--- config.mk ---
export PLATFORM = sky130hd
export DESIGN_NAME = teletext_packet_router_unit
export DESIGN_NICKNAME = d
export VERILOG_FILES = /design/src/rtl/tpr_pkg.sv /design/src/rtl/teletext_packet_router_unit.sv /design/src/rtl/tpr_front.sv /design/src/rtl/tpr_queue.sv /design/src/rtl/tpr_back.sv
export SDC_FILE = /design/constraint.sdc
export NUM_CORES = 1
export LEC_CHECK = 0
export BUFFER_PORTS_ARGS = -buffer_cell sky130_fd_sc_hd__buf_2
export CAP_MARGIN = 20
export CORE_MARGIN = 1
export CORE_UTILIZATION = 61
export DETAILED_ROUTE_END_ITERATION = 7
export GPL_ROUTABILITY_DRIVEN = 0
export PLACE_DENSITY = 0.89
export SYNTH_ARGS = -nofsm -noshare
export SYNTH_HDL_FRONTEND = slang
export SYNTH_SLANG_ARGS = --single-unit
export TNS_END_PERCENT = 50
--- constraint.sdc ---
create_clock -name clk -period 6.33 [get_ports clk]
set_clock_uncertainty 0.2 [all_clocks]
set_input_delay 0 -clock clk [delete_from_list [all_inputs] [get_ports clk]]
set_output_delay 0 -clock clk [all_outputs]
set_load 0.01 [all_outputs]
--- src/rtl/tpr_pkg.sv ---
// Shared types, codes and the Hamming 8/4 decoder for the teletext packet router.
package tpr_pkg;

  localparam int MAGAZINES = 8;
  localparam int MAG_W     = 3;
  localparam int QDEPTH    = 2;

  localparam logic [15:0] SUB_MASK   = 16'h3f7f;
  localparam logic [7:0]  PAGE_XFF   = 8'hff;
  localparam logic [10:0] SERVICE_PG = 11'h0ff;
  localparam logic [4:0]  ROW_HEADER = 5'd0;
  localparam logic [4:0]  ROW_EXT    = 5'd26;
  localparam logic [4:0]  ROW_XFF    = 5'd29;
  localparam logic [4:0]  ROW_SVC    = 5'd30;

  // Result status codes.
  localparam logic [2:0] ST_ROUTED    = 3'd0;
  localparam logic [2:0] ST_CLEARED   = 3'd1;
  localparam logic [2:0] ST_HAM_ERR   = 3'd2;
  localparam logic [2:0] ST_NO_PAGE   = 3'd3;
  localparam logic [2:0] ST_ROW_RANGE = 3'd4;
  localparam logic [2:0] ST_SLOT_RANGE = 3'd5;

  typedef enum logic [2:0] {
    KIND_CLEAR,
    KIND_HAM_ERR,
    KIND_NO_PAGE,
    KIND_ROW_RANGE,
    KIND_ROUTE
  } kind_t;

  typedef struct packed {
    kind_t       kind;
    logic [10:0] page;
    logic [13:0] sub;
    logic [4:0]  row;
    logic [3:0]  dc;
    logic        sd;
  } entry_t;

  typedef struct packed {
    logic       err;
    logic [3:0] nib;
  } ham_t;

  function automatic logic [2:0] ham_pos(input logic [2:0] s);
    logic [2:0] p;
    unique case (s)
      3'd0: p = 3'd6;
      3'd1: p = 3'd0;
      3'd2: p = 3'd2;
      3'd3: p = 3'd7;
      3'd4: p = 3'd4;
      3'd5: p = 3'd5;
      3'd6: p = 3'd3;
      default: p = 3'd1;
    endcase
    return p;
  endfunction

  // Corrects a single bit error; a set overall parity with a nonzero syndrome is fatal.
  function automatic ham_t ham84(input logic [7:0] b);
    logic       pa, pb, pc, d;
    logic [2:0] s;
    logic [7:0] c;
    ham_t       r;
    pa = b[0] ^ b[1] ^ b[5] ^ b[7];
    pb = b[1] ^ b[2] ^ b[3] ^ b[7];
    pc = b[1] ^ b[3] ^ b[4] ^ b[5];
    d  = ^b;
    s  = {~pc, ~pb, ~pa};
    c  = b;
    r.err = 1'b0;
    if (d) begin
      if (s != 3'd0) r.err = 1'b1;
    end else begin
      c[ham_pos(s)] = ~c[ham_pos(s)];
    end
    r.nib = {c[7], c[5], c[3], c[1]};
    return r;
  endfunction

endpackage

--- src/rtl/teletext_packet_router_unit.sv ---
// Top level of the teletext packet router: front end, item queue and back end.
//
// Each input item carries the first eight bytes of a teletext line in in_tdata,
// with in_tuser set for a clear item that invalidates every magazine page
// register. Exactly one result item leaves on the out_ channel for each input
// item, in order: status, header and service data flags in out_tuser, and the
// page number, subpage slot and row slot in out_tdata.
// The front end decodes and classifies an item in the cycle it is accepted and
// updates the per-magazine page register at once, so a header is seen by the
// very next item. The back end pops the item from the queue, works out the
// slots and loads the result register, whose valid bit drives out_tvalid.
// Throughput is one item per cycle while out_tready stays high; the only feedback
// loop is the eight-entry magazine register file, read and written in the same cycle.
// A two-entry queue separates the two ends: when the receiver stalls, the
// result register holds, the queue fills, and in_tready falls only once it is
// full. Reset clears every magazine valid bit, empties the queue and drops
// out_tvalid; no clearing pass is needed.
module teletext_packet_router_unit #(
  parameter int ROW_SLOTS     = 512,
  parameter int SUBPAGE_SLOTS = 4096
) (
  input  logic        clk,
  input  logic        rst_n,
  input  logic        in_tvalid,
  output logic        in_tready,
  input  logic        in_tuser,   // clear
  input  logic [63:0] in_tdata,   // addr_byte0, addr_byte1, units_byte, tens_byte,
                                  // sub_byte0, sub_byte1, sub_byte2, sub_byte3
  output logic        out_tvalid,
  input  logic        out_tready,
  output logic [31:0] out_tdata,  // page_number, subpage_slot, row_slot
  output logic [4:0]  out_tuser   // status, header_row, service_data
);

  logic            q_full, q_push, q_pop, q_not_empty;
  tpr_pkg::entry_t q_entry, q_head;

  tpr_front u_front (
    .clk       (clk),
    .rst_n     (rst_n),
    .in_tvalid (in_tvalid),
    .in_tready (in_tready),
    .in_tuser  (in_tuser),
    .in_tdata  (in_tdata),
    .q_full    (q_full),
    .q_push    (q_push),
    .q_entry   (q_entry)
  );

  tpr_queue u_queue (
    .clk        (clk),
    .rst_n      (rst_n),
    .push       (q_push),
    .push_entry (q_entry),
    .full       (q_full),
    .pop        (q_pop),
    .not_empty  (q_not_empty),
    .head       (q_head)
  );

  tpr_back #(
    .ROW_SLOTS     (ROW_SLOTS),
    .SUBPAGE_SLOTS (SUBPAGE_SLOTS)
  ) u_back (
    .clk         (clk),
    .rst_n       (rst_n),
    .q_not_empty (q_not_empty),
    .q_head      (q_head),
    .q_pop       (q_pop),
    .out_tvalid  (out_tvalid),
    .out_tready  (out_tready),
    .out_tdata   (out_tdata),
    .out_tuser   (out_tuser)
  );

endmodule

--- src/rtl/tpr_front.sv ---
// Front end: accepts items, decodes the address bytes and keeps the magazine page registers.
module tpr_front (
  input  logic                clk,
  input  logic                rst_n,
  input  logic                in_tvalid,
  output logic                in_tready,
  input  logic                in_tuser,   // clear
  input  logic [63:0]         in_tdata,   // addr_byte0, addr_byte1, units_byte, tens_byte,
                                          // sub_byte0, sub_byte1, sub_byte2, sub_byte3
  input  logic                q_full,
  output logic                q_push,
  output tpr_pkg::entry_t     q_entry
);

  logic [tpr_pkg::MAGAZINES-1:0] valid_r, valid_nxt;
  logic [7:0]  pn_r  [tpr_pkg::MAGAZINES];
  logic [13:0] sub_r [tpr_pkg::MAGAZINES];

  tpr_pkg::ham_t lo, hi, hu, ht, hs0, hs1, hs2, hs3, hdc;
  logic [tpr_pkg::MAG_W-1:0] mag;
  logic [4:0]  row;
  logic        addr_err, hdr_err, hdr_ok, cur_valid;
  logic [7:0]  new_pn, cur_pn;
  logic [15:0] raw_sub;
  logic [13:0] new_sub, cur_sub;
  logic [3:0]  dc;

  assign in_tready = !q_full;
  assign q_push    = in_tvalid && in_tready;

  always_comb begin
    lo  = tpr_pkg::ham84(in_tdata[7:0]);
    hi  = tpr_pkg::ham84(in_tdata[15:8]);
    hu  = tpr_pkg::ham84(in_tdata[23:16]);
    ht  = tpr_pkg::ham84(in_tdata[31:24]);
    hs0 = tpr_pkg::ham84(in_tdata[39:32]);
    hs1 = tpr_pkg::ham84(in_tdata[47:40]);
    hs2 = tpr_pkg::ham84(in_tdata[55:48]);
    hs3 = tpr_pkg::ham84(in_tdata[63:56]);
    hdc = hu;

    mag      = lo.nib[2:0];
    row      = {hi.nib, lo.nib[3]};
    addr_err = lo.err || hi.err;
    hdr_err  = hu.err || ht.err || hs0.err || hs1.err || hs2.err || hs3.err;
    hdr_ok   = !addr_err && (row == tpr_pkg::ROW_HEADER) && !hdr_err;

    new_pn  = {ht.nib, hu.nib};
    raw_sub = {hs3.nib, hs2.nib, hs1.nib, hs0.nib} & tpr_pkg::SUB_MASK;
    new_sub = (new_pn == tpr_pkg::PAGE_XFF) ? 14'd0 : raw_sub[13:0];

    // A header updates its magazine register in the same cycle, so forward it.
    cur_valid = hdr_ok ? 1'b1 : valid_r[mag];
    cur_pn    = hdr_ok ? new_pn : pn_r[mag];
    cur_sub   = hdr_ok ? new_sub : sub_r[mag];

    // Designation code: zero for rows below 26, and a bad byte counts as zero.
    dc = (row >= tpr_pkg::ROW_EXT && !hdc.err) ? hdc.nib : 4'd0;

    q_entry.kind = tpr_pkg::KIND_ROUTE;
    q_entry.page = {mag, cur_pn};
    q_entry.sub  = (cur_pn == tpr_pkg::PAGE_XFF) ? 14'd0 : cur_sub;
    q_entry.row  = row;
    q_entry.dc   = dc;
    q_entry.sd   = 1'b0;

    if (in_tuser) begin
      q_entry.kind = tpr_pkg::KIND_CLEAR;
    end else if (addr_err || (row == tpr_pkg::ROW_HEADER && hdr_err)) begin
      q_entry.kind = tpr_pkg::KIND_HAM_ERR;
    end else if (row == tpr_pkg::ROW_SVC && mag == '0) begin
      q_entry.page = tpr_pkg::SERVICE_PG;
      q_entry.sub  = 14'd0;
      q_entry.sd   = 1'b1;
    end else if (!cur_valid) begin
      q_entry.kind = tpr_pkg::KIND_NO_PAGE;
    end else if (row == tpr_pkg::ROW_XFF) begin
      q_entry.page = {mag, tpr_pkg::PAGE_XFF};
      q_entry.sub  = 14'd0;
    end else if (row > tpr_pkg::ROW_XFF) begin
      q_entry.kind = tpr_pkg::KIND_ROW_RANGE;
    end

    valid_nxt = valid_r;
    if (q_push) begin
      if (in_tuser) valid_nxt = '0;
      else if (hdr_ok) valid_nxt[mag] = 1'b1;
    end
  end

  always_ff @(posedge clk) begin
    if (!rst_n) begin
      valid_r <= '0;
    end else begin
      valid_r <= valid_nxt;
    end
  end

  always_ff @(posedge clk) begin
    if (q_push && !in_tuser && hdr_ok) begin
      pn_r[mag]  <= new_pn;
      sub_r[mag] <= new_sub;
    end
  end

endmodule

--- src/rtl/tpr_queue.sv ---
// Short queue of classified items between the front and back ends.
module tpr_queue (
  input  logic            clk,
  input  logic            rst_n,
  input  logic            push,
  input  tpr_pkg::entry_t push_entry,
  output logic            full,
  input  logic            pop,
  output logic            not_empty,
  output tpr_pkg::entry_t head
);

  localparam int PW = $clog2(tpr_pkg::QDEPTH);
  localparam int CW = $clog2(tpr_pkg::QDEPTH + 1);

  tpr_pkg::entry_t slot_r [tpr_pkg::QDEPTH];
  logic [PW-1:0] wr_r, wr_nxt, rd_r, rd_nxt;
  logic [CW-1:0] cnt_r, cnt_nxt;

  assign full      = (cnt_r == CW'(tpr_pkg::QDEPTH));
  assign not_empty = (cnt_r != '0);
  assign head      = slot_r[rd_r];

  always_comb begin
    wr_nxt  = wr_r;
    rd_nxt  = rd_r;
    cnt_nxt = cnt_r;
    if (push) begin
      wr_nxt = (wr_r == PW'(tpr_pkg::QDEPTH - 1)) ? '0 : wr_r + 1'b1;
    end
    if (pop) begin
      rd_nxt = (rd_r == PW'(tpr_pkg::QDEPTH - 1)) ? '0 : rd_r + 1'b1;
    end
    if (push && !pop) cnt_nxt = cnt_r + 1'b1;
    else if (!push && pop) cnt_nxt = cnt_r - 1'b1;
  end

  always_ff @(posedge clk) begin
    if (!rst_n) begin
      wr_r  <= '0;
      rd_r  <= '0;
      cnt_r <= '0;
    end else begin
      wr_r  <= wr_nxt;
      rd_r  <= rd_nxt;
      cnt_r <= cnt_nxt;
    end
  end

  always_ff @(posedge clk) begin
    if (push) slot_r[wr_r] <= push_entry;
  end

endmodule

--- src/rtl/tpr_back.sv ---
// Back end: works out the subpage and row slots and holds the result register.
module tpr_back #(
  parameter int ROW_SLOTS     = 512,
  parameter int SUBPAGE_SLOTS = 4096
) (
  input  logic            clk,
  input  logic            rst_n,
  input  logic            q_not_empty,
  input  tpr_pkg::entry_t q_head,
  output logic            q_pop,
  output logic            out_tvalid,
  input  logic            out_tready,
  output logic [31:0]     out_tdata,  // page_number, subpage_slot, row_slot
  output logic [4:0]      out_tuser   // status, header_row, service_data
);

  logic        valid_r;
  logic [2:0]  status_r, status_nxt;
  logic [10:0] page_r, page_nxt;
  logic [11:0] spn_r, spn_nxt;
  logic [8:0]  rs_r, rs_nxt;
  logic        hd_r, hd_nxt, sd_r, sd_nxt;

  logic [12:0] spn;
  logic [9:0]  ext;

  assign q_pop      = q_not_empty && (!valid_r || out_tready);
  assign out_tvalid = valid_r;
  assign out_tdata  = {rs_r, spn_r, page_r};
  assign out_tuser  = {sd_r, hd_r, status_r};

  always_comb begin
    spn = 13'(q_head.sub[3:0])
        + 13'(q_head.sub[6:4]) * 13'd10
        + 13'(q_head.sub[11:8]) * 13'd80
        + 13'(q_head.sub[13:12]) * 13'd1000;
    ext = {1'b0, q_head.row, 4'd0} + 10'(q_head.dc);

    status_nxt = tpr_pkg::ST_ROUTED;
    page_nxt   = '0;
    spn_nxt    = '0;
    rs_nxt     = '0;
    hd_nxt     = 1'b0;
    sd_nxt     = 1'b0;
    unique case (q_head.kind)
      tpr_pkg::KIND_CLEAR:     status_nxt = tpr_pkg::ST_CLEARED;
      tpr_pkg::KIND_HAM_ERR:   status_nxt = tpr_pkg::ST_HAM_ERR;
      tpr_pkg::KIND_NO_PAGE:   status_nxt = tpr_pkg::ST_NO_PAGE;
      tpr_pkg::KIND_ROW_RANGE: status_nxt = tpr_pkg::ST_ROW_RANGE;
      tpr_pkg::KIND_ROUTE: begin
        if (ext >= 10'(ROW_SLOTS)) begin
          status_nxt = tpr_pkg::ST_ROW_RANGE;
        end else begin
          // An out-of-range subpage still stores the packet, at slot zero.
          if (spn >= 13'(SUBPAGE_SLOTS)) begin
            status_nxt = tpr_pkg::ST_SLOT_RANGE;
          end else begin
            spn_nxt = spn[11:0];
          end
          page_nxt = q_head.page;
          rs_nxt   = ext[8:0];
          hd_nxt   = (q_head.row == tpr_pkg::ROW_HEADER);
          sd_nxt   = q_head.sd;
        end
      end
      default: status_nxt = tpr_pkg::ST_HAM_ERR;
    endcase
  end

  always_ff @(posedge clk) begin
    if (!rst_n) begin
      valid_r <= 1'b0;
    end else if (q_pop) begin
      valid_r <= 1'b1;
    end else if (out_tready) begin
      valid_r <= 1'b0;
    end
  end

  always_ff @(posedge clk) begin
    if (q_pop) begin
      status_r <= status_nxt;
      page_r   <= page_nxt;
      spn_r    <= spn_nxt;
      rs_r     <= rs_nxt;
      hd_r     <= hd_nxt;
      sd_r     <= sd_nxt;
    end
  end

endmodule
After elaboration in Yosys (flattened, before gate mapping). Memories as Yosys holds them, arrays and structs flattened. A register that Yosys moved wholly into a read port is not among the register bits. Cells that the tools add are included.

Register bits: 50. Memory bits (writable): 252. Input port bits: 69. Output and inout bits: 39. Word-level logic and storage cells: 401. Memories kept: 3.

Memory list: u_front.sub_r (depth 8, bits a word 14, rd ports 1, clocked after Yosys merged registers in 0, wr ports 1, line tpr_front.sv:17) `logic [13:0] sub_r [tpr_pkg::MAGAZINES];`; u_queue.slot_r (depth 2, bits a word 38, rd ports 1, clocked after Yosys merged registers in 1, wr ports 1, line tpr_queue.sv:16) `tpr_pkg::entry_t slot_r [tpr_pkg::QDEPTH];`; u_front.pn_r (depth 8, bits a word 8, rd ports 1, clocked after Yosys merged registers in 0, wr ports 1, line tpr_front.sv:16) `logic [7:0] pn_r [tpr_pkg::MAGAZINES];`.

$add $sub $neg: 8. Multiply operators: 3. $lt $le $gt $ge: 22. Equal/unequal tests: 56. Mux-type cells: 121. Bitwise operators: 106. Reductions and logical operators: 71.

Operators with widths (count): 3-bit case mux with 7 select lines (8); 3-bit == test, second input constant (25); 25-bit 2-to-1 mux (3); 8-bit 2-to-1 mux (9); 1-bit XOR (72); 8-bit bitwise mux (8); 8-bit XOR reduction (8); 3-bit by 2-bit == test with 1-bit output, second input constant (18); 1-bit 2-to-1 mux (48); 3-bit 2-to-1 mux (16); 22-bit 2-to-1 mux (2); 14-bit 2-to-1 mux (3); 3-bit by 4-bit less-than comparator with 1-bit output, second input constant (9); 1-bit inverter (33); 3-bit zero test (10); 1-bit binary-select mux with 3-bit select (9); 1-bit demux with 3-bit select (9); 3-bit by 1-bit >= comparator with 1-bit output, second input constant (9); 3-bit by 1-bit == test with 1-bit output, second input constant (8); 3-bit nonzero test (8); 1-bit logical AND (20); 8-bit == test, second input constant (2); 13-bit by 11-bit adder with 13-bit output (1); 13-bit by 12-bit adder with 13-bit output (1); other kinds (26) (48).

Logic depth before layout (Yosys ltp).
Depth after elaboration: 24. Depth in mapped cells: 23. Depth with buffers taken out: 21.

By module. A second synthesis with hierarchy kept.

Cell total of the unflattened synthesis: 1256. Area total of the unflattened synthesis: 15602.5 um^2.

Modules (own cells, without submodules): tpr_front (instances 1, cells each 920, area an instance 10322.4 um^2, seq. area each 5205.0 um^2); tpr_queue (instances 1, cells each 140, area an instance 2966.6 um^2, seq. area each 2382.3 um^2); tpr_back (instances 1, cells each 196, area an instance 2313.5 um^2, seq. area each 1131.1 um^2).

Worst setup path after synthesis. No wires, ideal clock.

Path type: register -> register. Start point: register (tool-made name). End point: register u_back.spn_r[6], data pin. Library setup time: 0.158 ns. Arrival time: 4.614 ns. Data required time: 5.972 ns. Setup slack: 1.357 ns. Cell stages (with the launch flop): 21. Period minus slack after synthesis: 4.973 ns. Cell sequence: dfxtp_1 buf_1 buf_1 mux2i_1 inv_1 ha_1 ha_1 nand2_1 nor2_1 xor2_1 fa_1 ha_1 nor2b_1 o21ai_0 nand2b_1 a21oi_1 o21bai_1 a21o_1 a21oi_1 nand2_1 nor3_1.

RTL lines: end signal, assigned (line tpr_back.sv:84) `spn_r <= spn_nxt;`; end, declared (line tpr_back.sv:20) `logic [11:0] spn_r, spn_nxt;`.

==> impl_metrics.ini <==
[run_status]
status = finished, final reports clean

[yosys]
synth_edf_count = 279
syn_avg_cell_area_um2 = 12.2
synth_fp_nets = 1369
synth_area_um2 = 15500
synth_cells = 1267
synthFlopType = edfxtp_1
ys_ff_latch = 293
synthDistinctLibCells = 90
yosysWarnings = 0
ys_seq_area_share_pct = 56.0
postSynth.asyncResetShare_pct = 0

[timing]
maxClockFrequency_mhz = 192
drv_slew = 0
layout_min_cycle_time_ns = 5.21
fin_crit_sh_pct = 82.3
max_slew_margin_pct = 28.1
final.setup.tns_ns = 0
rsz0062_at_grt = false
worst_pin_slew_ns = 1.08
setup_viol = 0
final-hold-violation-count = 0

[pwr]
vdd_drop_max_mv = 0.318
power_density_nw_per_um2 = 372
p_leak_nw = 6.25

[finish]
diodes = 0
synthToLayoutAreaGrowth_pct = 11.8
layout_commonest_cell = edfxtp_1
utilization_pct = 70.3
fill_cells = 1605
final_cell_mix = edfxtp_1, nor2_1, buf_2, xnor2_1, nand2_1
final_nets = 1478
drive_above_1_share_pct = 17.0

[cts]
cts_setup_buffers = 0
htree_levels = 1
cts.sinks = 293
cts_inserted_buffers = 28
clock_path_buffers = 3
cts_root_buffer = clkbuf_16
cts_tree = built
path_clk_slew_ns = 0.07
clk-insertion-delay-late_ns = 0.54

[setup_path]
worstPathArrival_ns = 5.38
cpMostUsedCell = a21oi_1
required_ns = 6.50
slowest_delay_ns = 0.46
worst_path_max_delay_cell = buf_4
crit_fanout = 31
path_class = register to register
crit_chain = buf_4 -> mux2i_1 -> inv_1 -> ha_1 -> a21o_1 -> a21oi_1 -> nor2_1 -> xor2_1 -> fa_1 -> ha_1 -> nor2b_1 -> o21ai_0 -> nand2b_1 -> a21oi_1 -> o21bai_1 -> a21o_1 -> a21oi_1 -> nand2_1 -> nor3_1
endpoint_kind = register
crit_path_start_kind = register

[detailed_routing]
via_per_inst = 6.39
wl_per_cell_um = 20.8
dr.pass1.iters = 7
drc = 0
vias = 11000
first_iter_violations = 1585
ant_nets = 0
drt-total-wl_um = 35800

[worst_hold_path]
holdCritPathClass = input port to register
min_from = in_tdata[59]

[floorplanning]
die_area_um2 = 26000
dieWidth_um = 161
fp.dieH_um = 161
initial_utilization_pct = 62.9
fp-row-count = 57
io_pins = 108
core_area_um2 = 24600

[placed_design]
place_hpwl_um = 23600
port-buffer-count = 107

[global_routing]
grt.total_usage_pct = 27.6
antenna_found_initial = 0
grt_overflow = 0
grt_max_degree = 41
grt_pass1_wl_um = 56400
grt_pass1_vias = 10900

[run]
cap_violations = 0
-- Yosys cell counts, drive strengths merged, types with 4 or more instances --
cell | instances | area [µm²]
a211o | 5 | 43.8
a211oi | 17 | 128
a21boi | 4 | 30.0
a21o | 10 | 75.1
a21oi | 42 | 248
a221o | 4 | 40.0
a221oi | 7 | 78.8
a22o | 5 | 43.8
a22oi | 4 | 30.0
a31oi | 13 | 87.6
and2 | 7 | 43.8
and3 | 14 | 87.6
buf | 40 | 253
clkbuf | 26 | 98.8
dfxtp | 14 | 280
edfxtp | 279 | 8380
fa | 7 | 140
ha | 26 | 325
inv | 36 | 135
mux2 | 25 | 282
mux2i | 60 | 601
nand2 | 73 | 282
nand2b | 15 | 93.8
nand3 | 25 | 125
nand3b | 4 | 30.0
nand4 | 7 | 43.8
nor2 | 125 | 479
nor2b | 7 | 43.8
nor3 | 41 | 255
nor4 | 4 | 25.0
o211ai | 21 | 158
o21a | 17 | 128
o21ai | 34 | 170
o221ai | 24 | 210
o22ai | 19 | 119
o2bb2ai | 4 | 35.0
o31ai | 4 | 30.0
or2 | 4 | 25.0
or3 | 6 | 37.5
or4 | 4 | 33.8
xnor2 | 91 | 812
xor2 | 43 | 410
-- cell families (layout without fill, tap and decap cells) --
group	after synthesis	after routing	share of synthesized area (%)
DFF	293	293	56.0
and+or+nand+nor	348	348	11.2
AOI/OAI and AO/OA	269	269	12.8
xor gates and xnor gates	136	136	8.19
buffers and inverters	103	234	3.20
adders and majority gates	33	33	3.01
muxes	85	85	5.70
-- flip-flops by register name (all words and copies together), names as in the netlist, named ones only --
name,count
u_front.sub_r,104
u_back.status_r,3
u_back.hd_r,1
u_queue.cnt_r,2
u_back.out_tvalid,1
u_front.pn_r,64
u_queue.wr_r,1
u_back.spn_r,12
u_queue.slot_r,74
u_back.page_r,11
u_back.rs_r,9
u_front.valid_r,8
u_back.sd_r,1
u_queue.rd_r,1
-- report_power, final --
group	switching, mW	internal, mW
Clock	0.704	0.924
Combinational	1.37	0.918
Sequential	0.0645	2.46
Total	2.14	4.30
-- path summary, 6_finish.rpt --
check	endpoint	slack, ns	cells past startpoint
hold / removal	u_front.sub_r[1][13]$_DFFE_PP_	0.02	3
hold reg to reg	u_front.valid_r[6]$_SDFFE_PN0P_	0.30	1
setup / recovery	u_back.spn_r[6]$_SDFFCE_PP0P_	1.12	19
setup reg to reg	u_back.spn_r[6]$_SDFFCE_PP0P_	1.12	19
-- cell type report --
type | instances | area (µm²) | area share, %
Tap cell | 324 | 405 | 2.34
Clock inverter | 17 | 146 | 0.846
Timing Repair Buffer | 145 | 866 | 5.00
Clock buffer | 35 | 748 | 4.32
Sequential cell | 293 | 8660 | 50.1
Multi-Input combinational cell | 871 | 6330 | 36.6
Inverter | 37 | 144 | 0.832
-- worst max-delay path: cells and delay by family (launching register included) --
kind	cells	cell delay, ns
adders and majority gates	3	1.07
buffers and inverters	2	0.54
DFF	1	0.45
and+or+nand+nor	5	0.84
xor gates and xnor gates	1	0.18
AOI/OAI and AO/OA	7	1.39
muxes	1	0.34
-- repair_timing --
item | 4_1_cts | 5_1_grt
hold buffers | 18 | 0
hold endpoints to repair | 90 | 0
resized for setup | 0 | 0
-- through the flow --
step                power [mW]  hold WS, ns  std cells  instance area [µm²]  worst slack [ns]
floorplan                 4.22      -0.0825       1267                15500              1.36
global placement          4.68       0.0857       1652                16200              1.27
detailed placement        4.79       0.0933       1652                16200              1.11
CTS                       6.43      0.00379       1722                17300              1.09
global route              6.76       0.0295       1722                17300             0.687
finish                    6.44       0.0185       1722                17300              1.12
-- routing by layer --
layer / vias to the layer above / part of all wire [%] / GRT usage, %
li1: 4986 / - / -
met1: 5190 / 38 / 34.5
met2: 708 / 49 / 47.4
met3: 114 / 10 / 5.34
met4: 0 / 3.3 / 11.0
met5: - / 0 / 0
No activity file was read; power rests on OpenSTA's default activity.
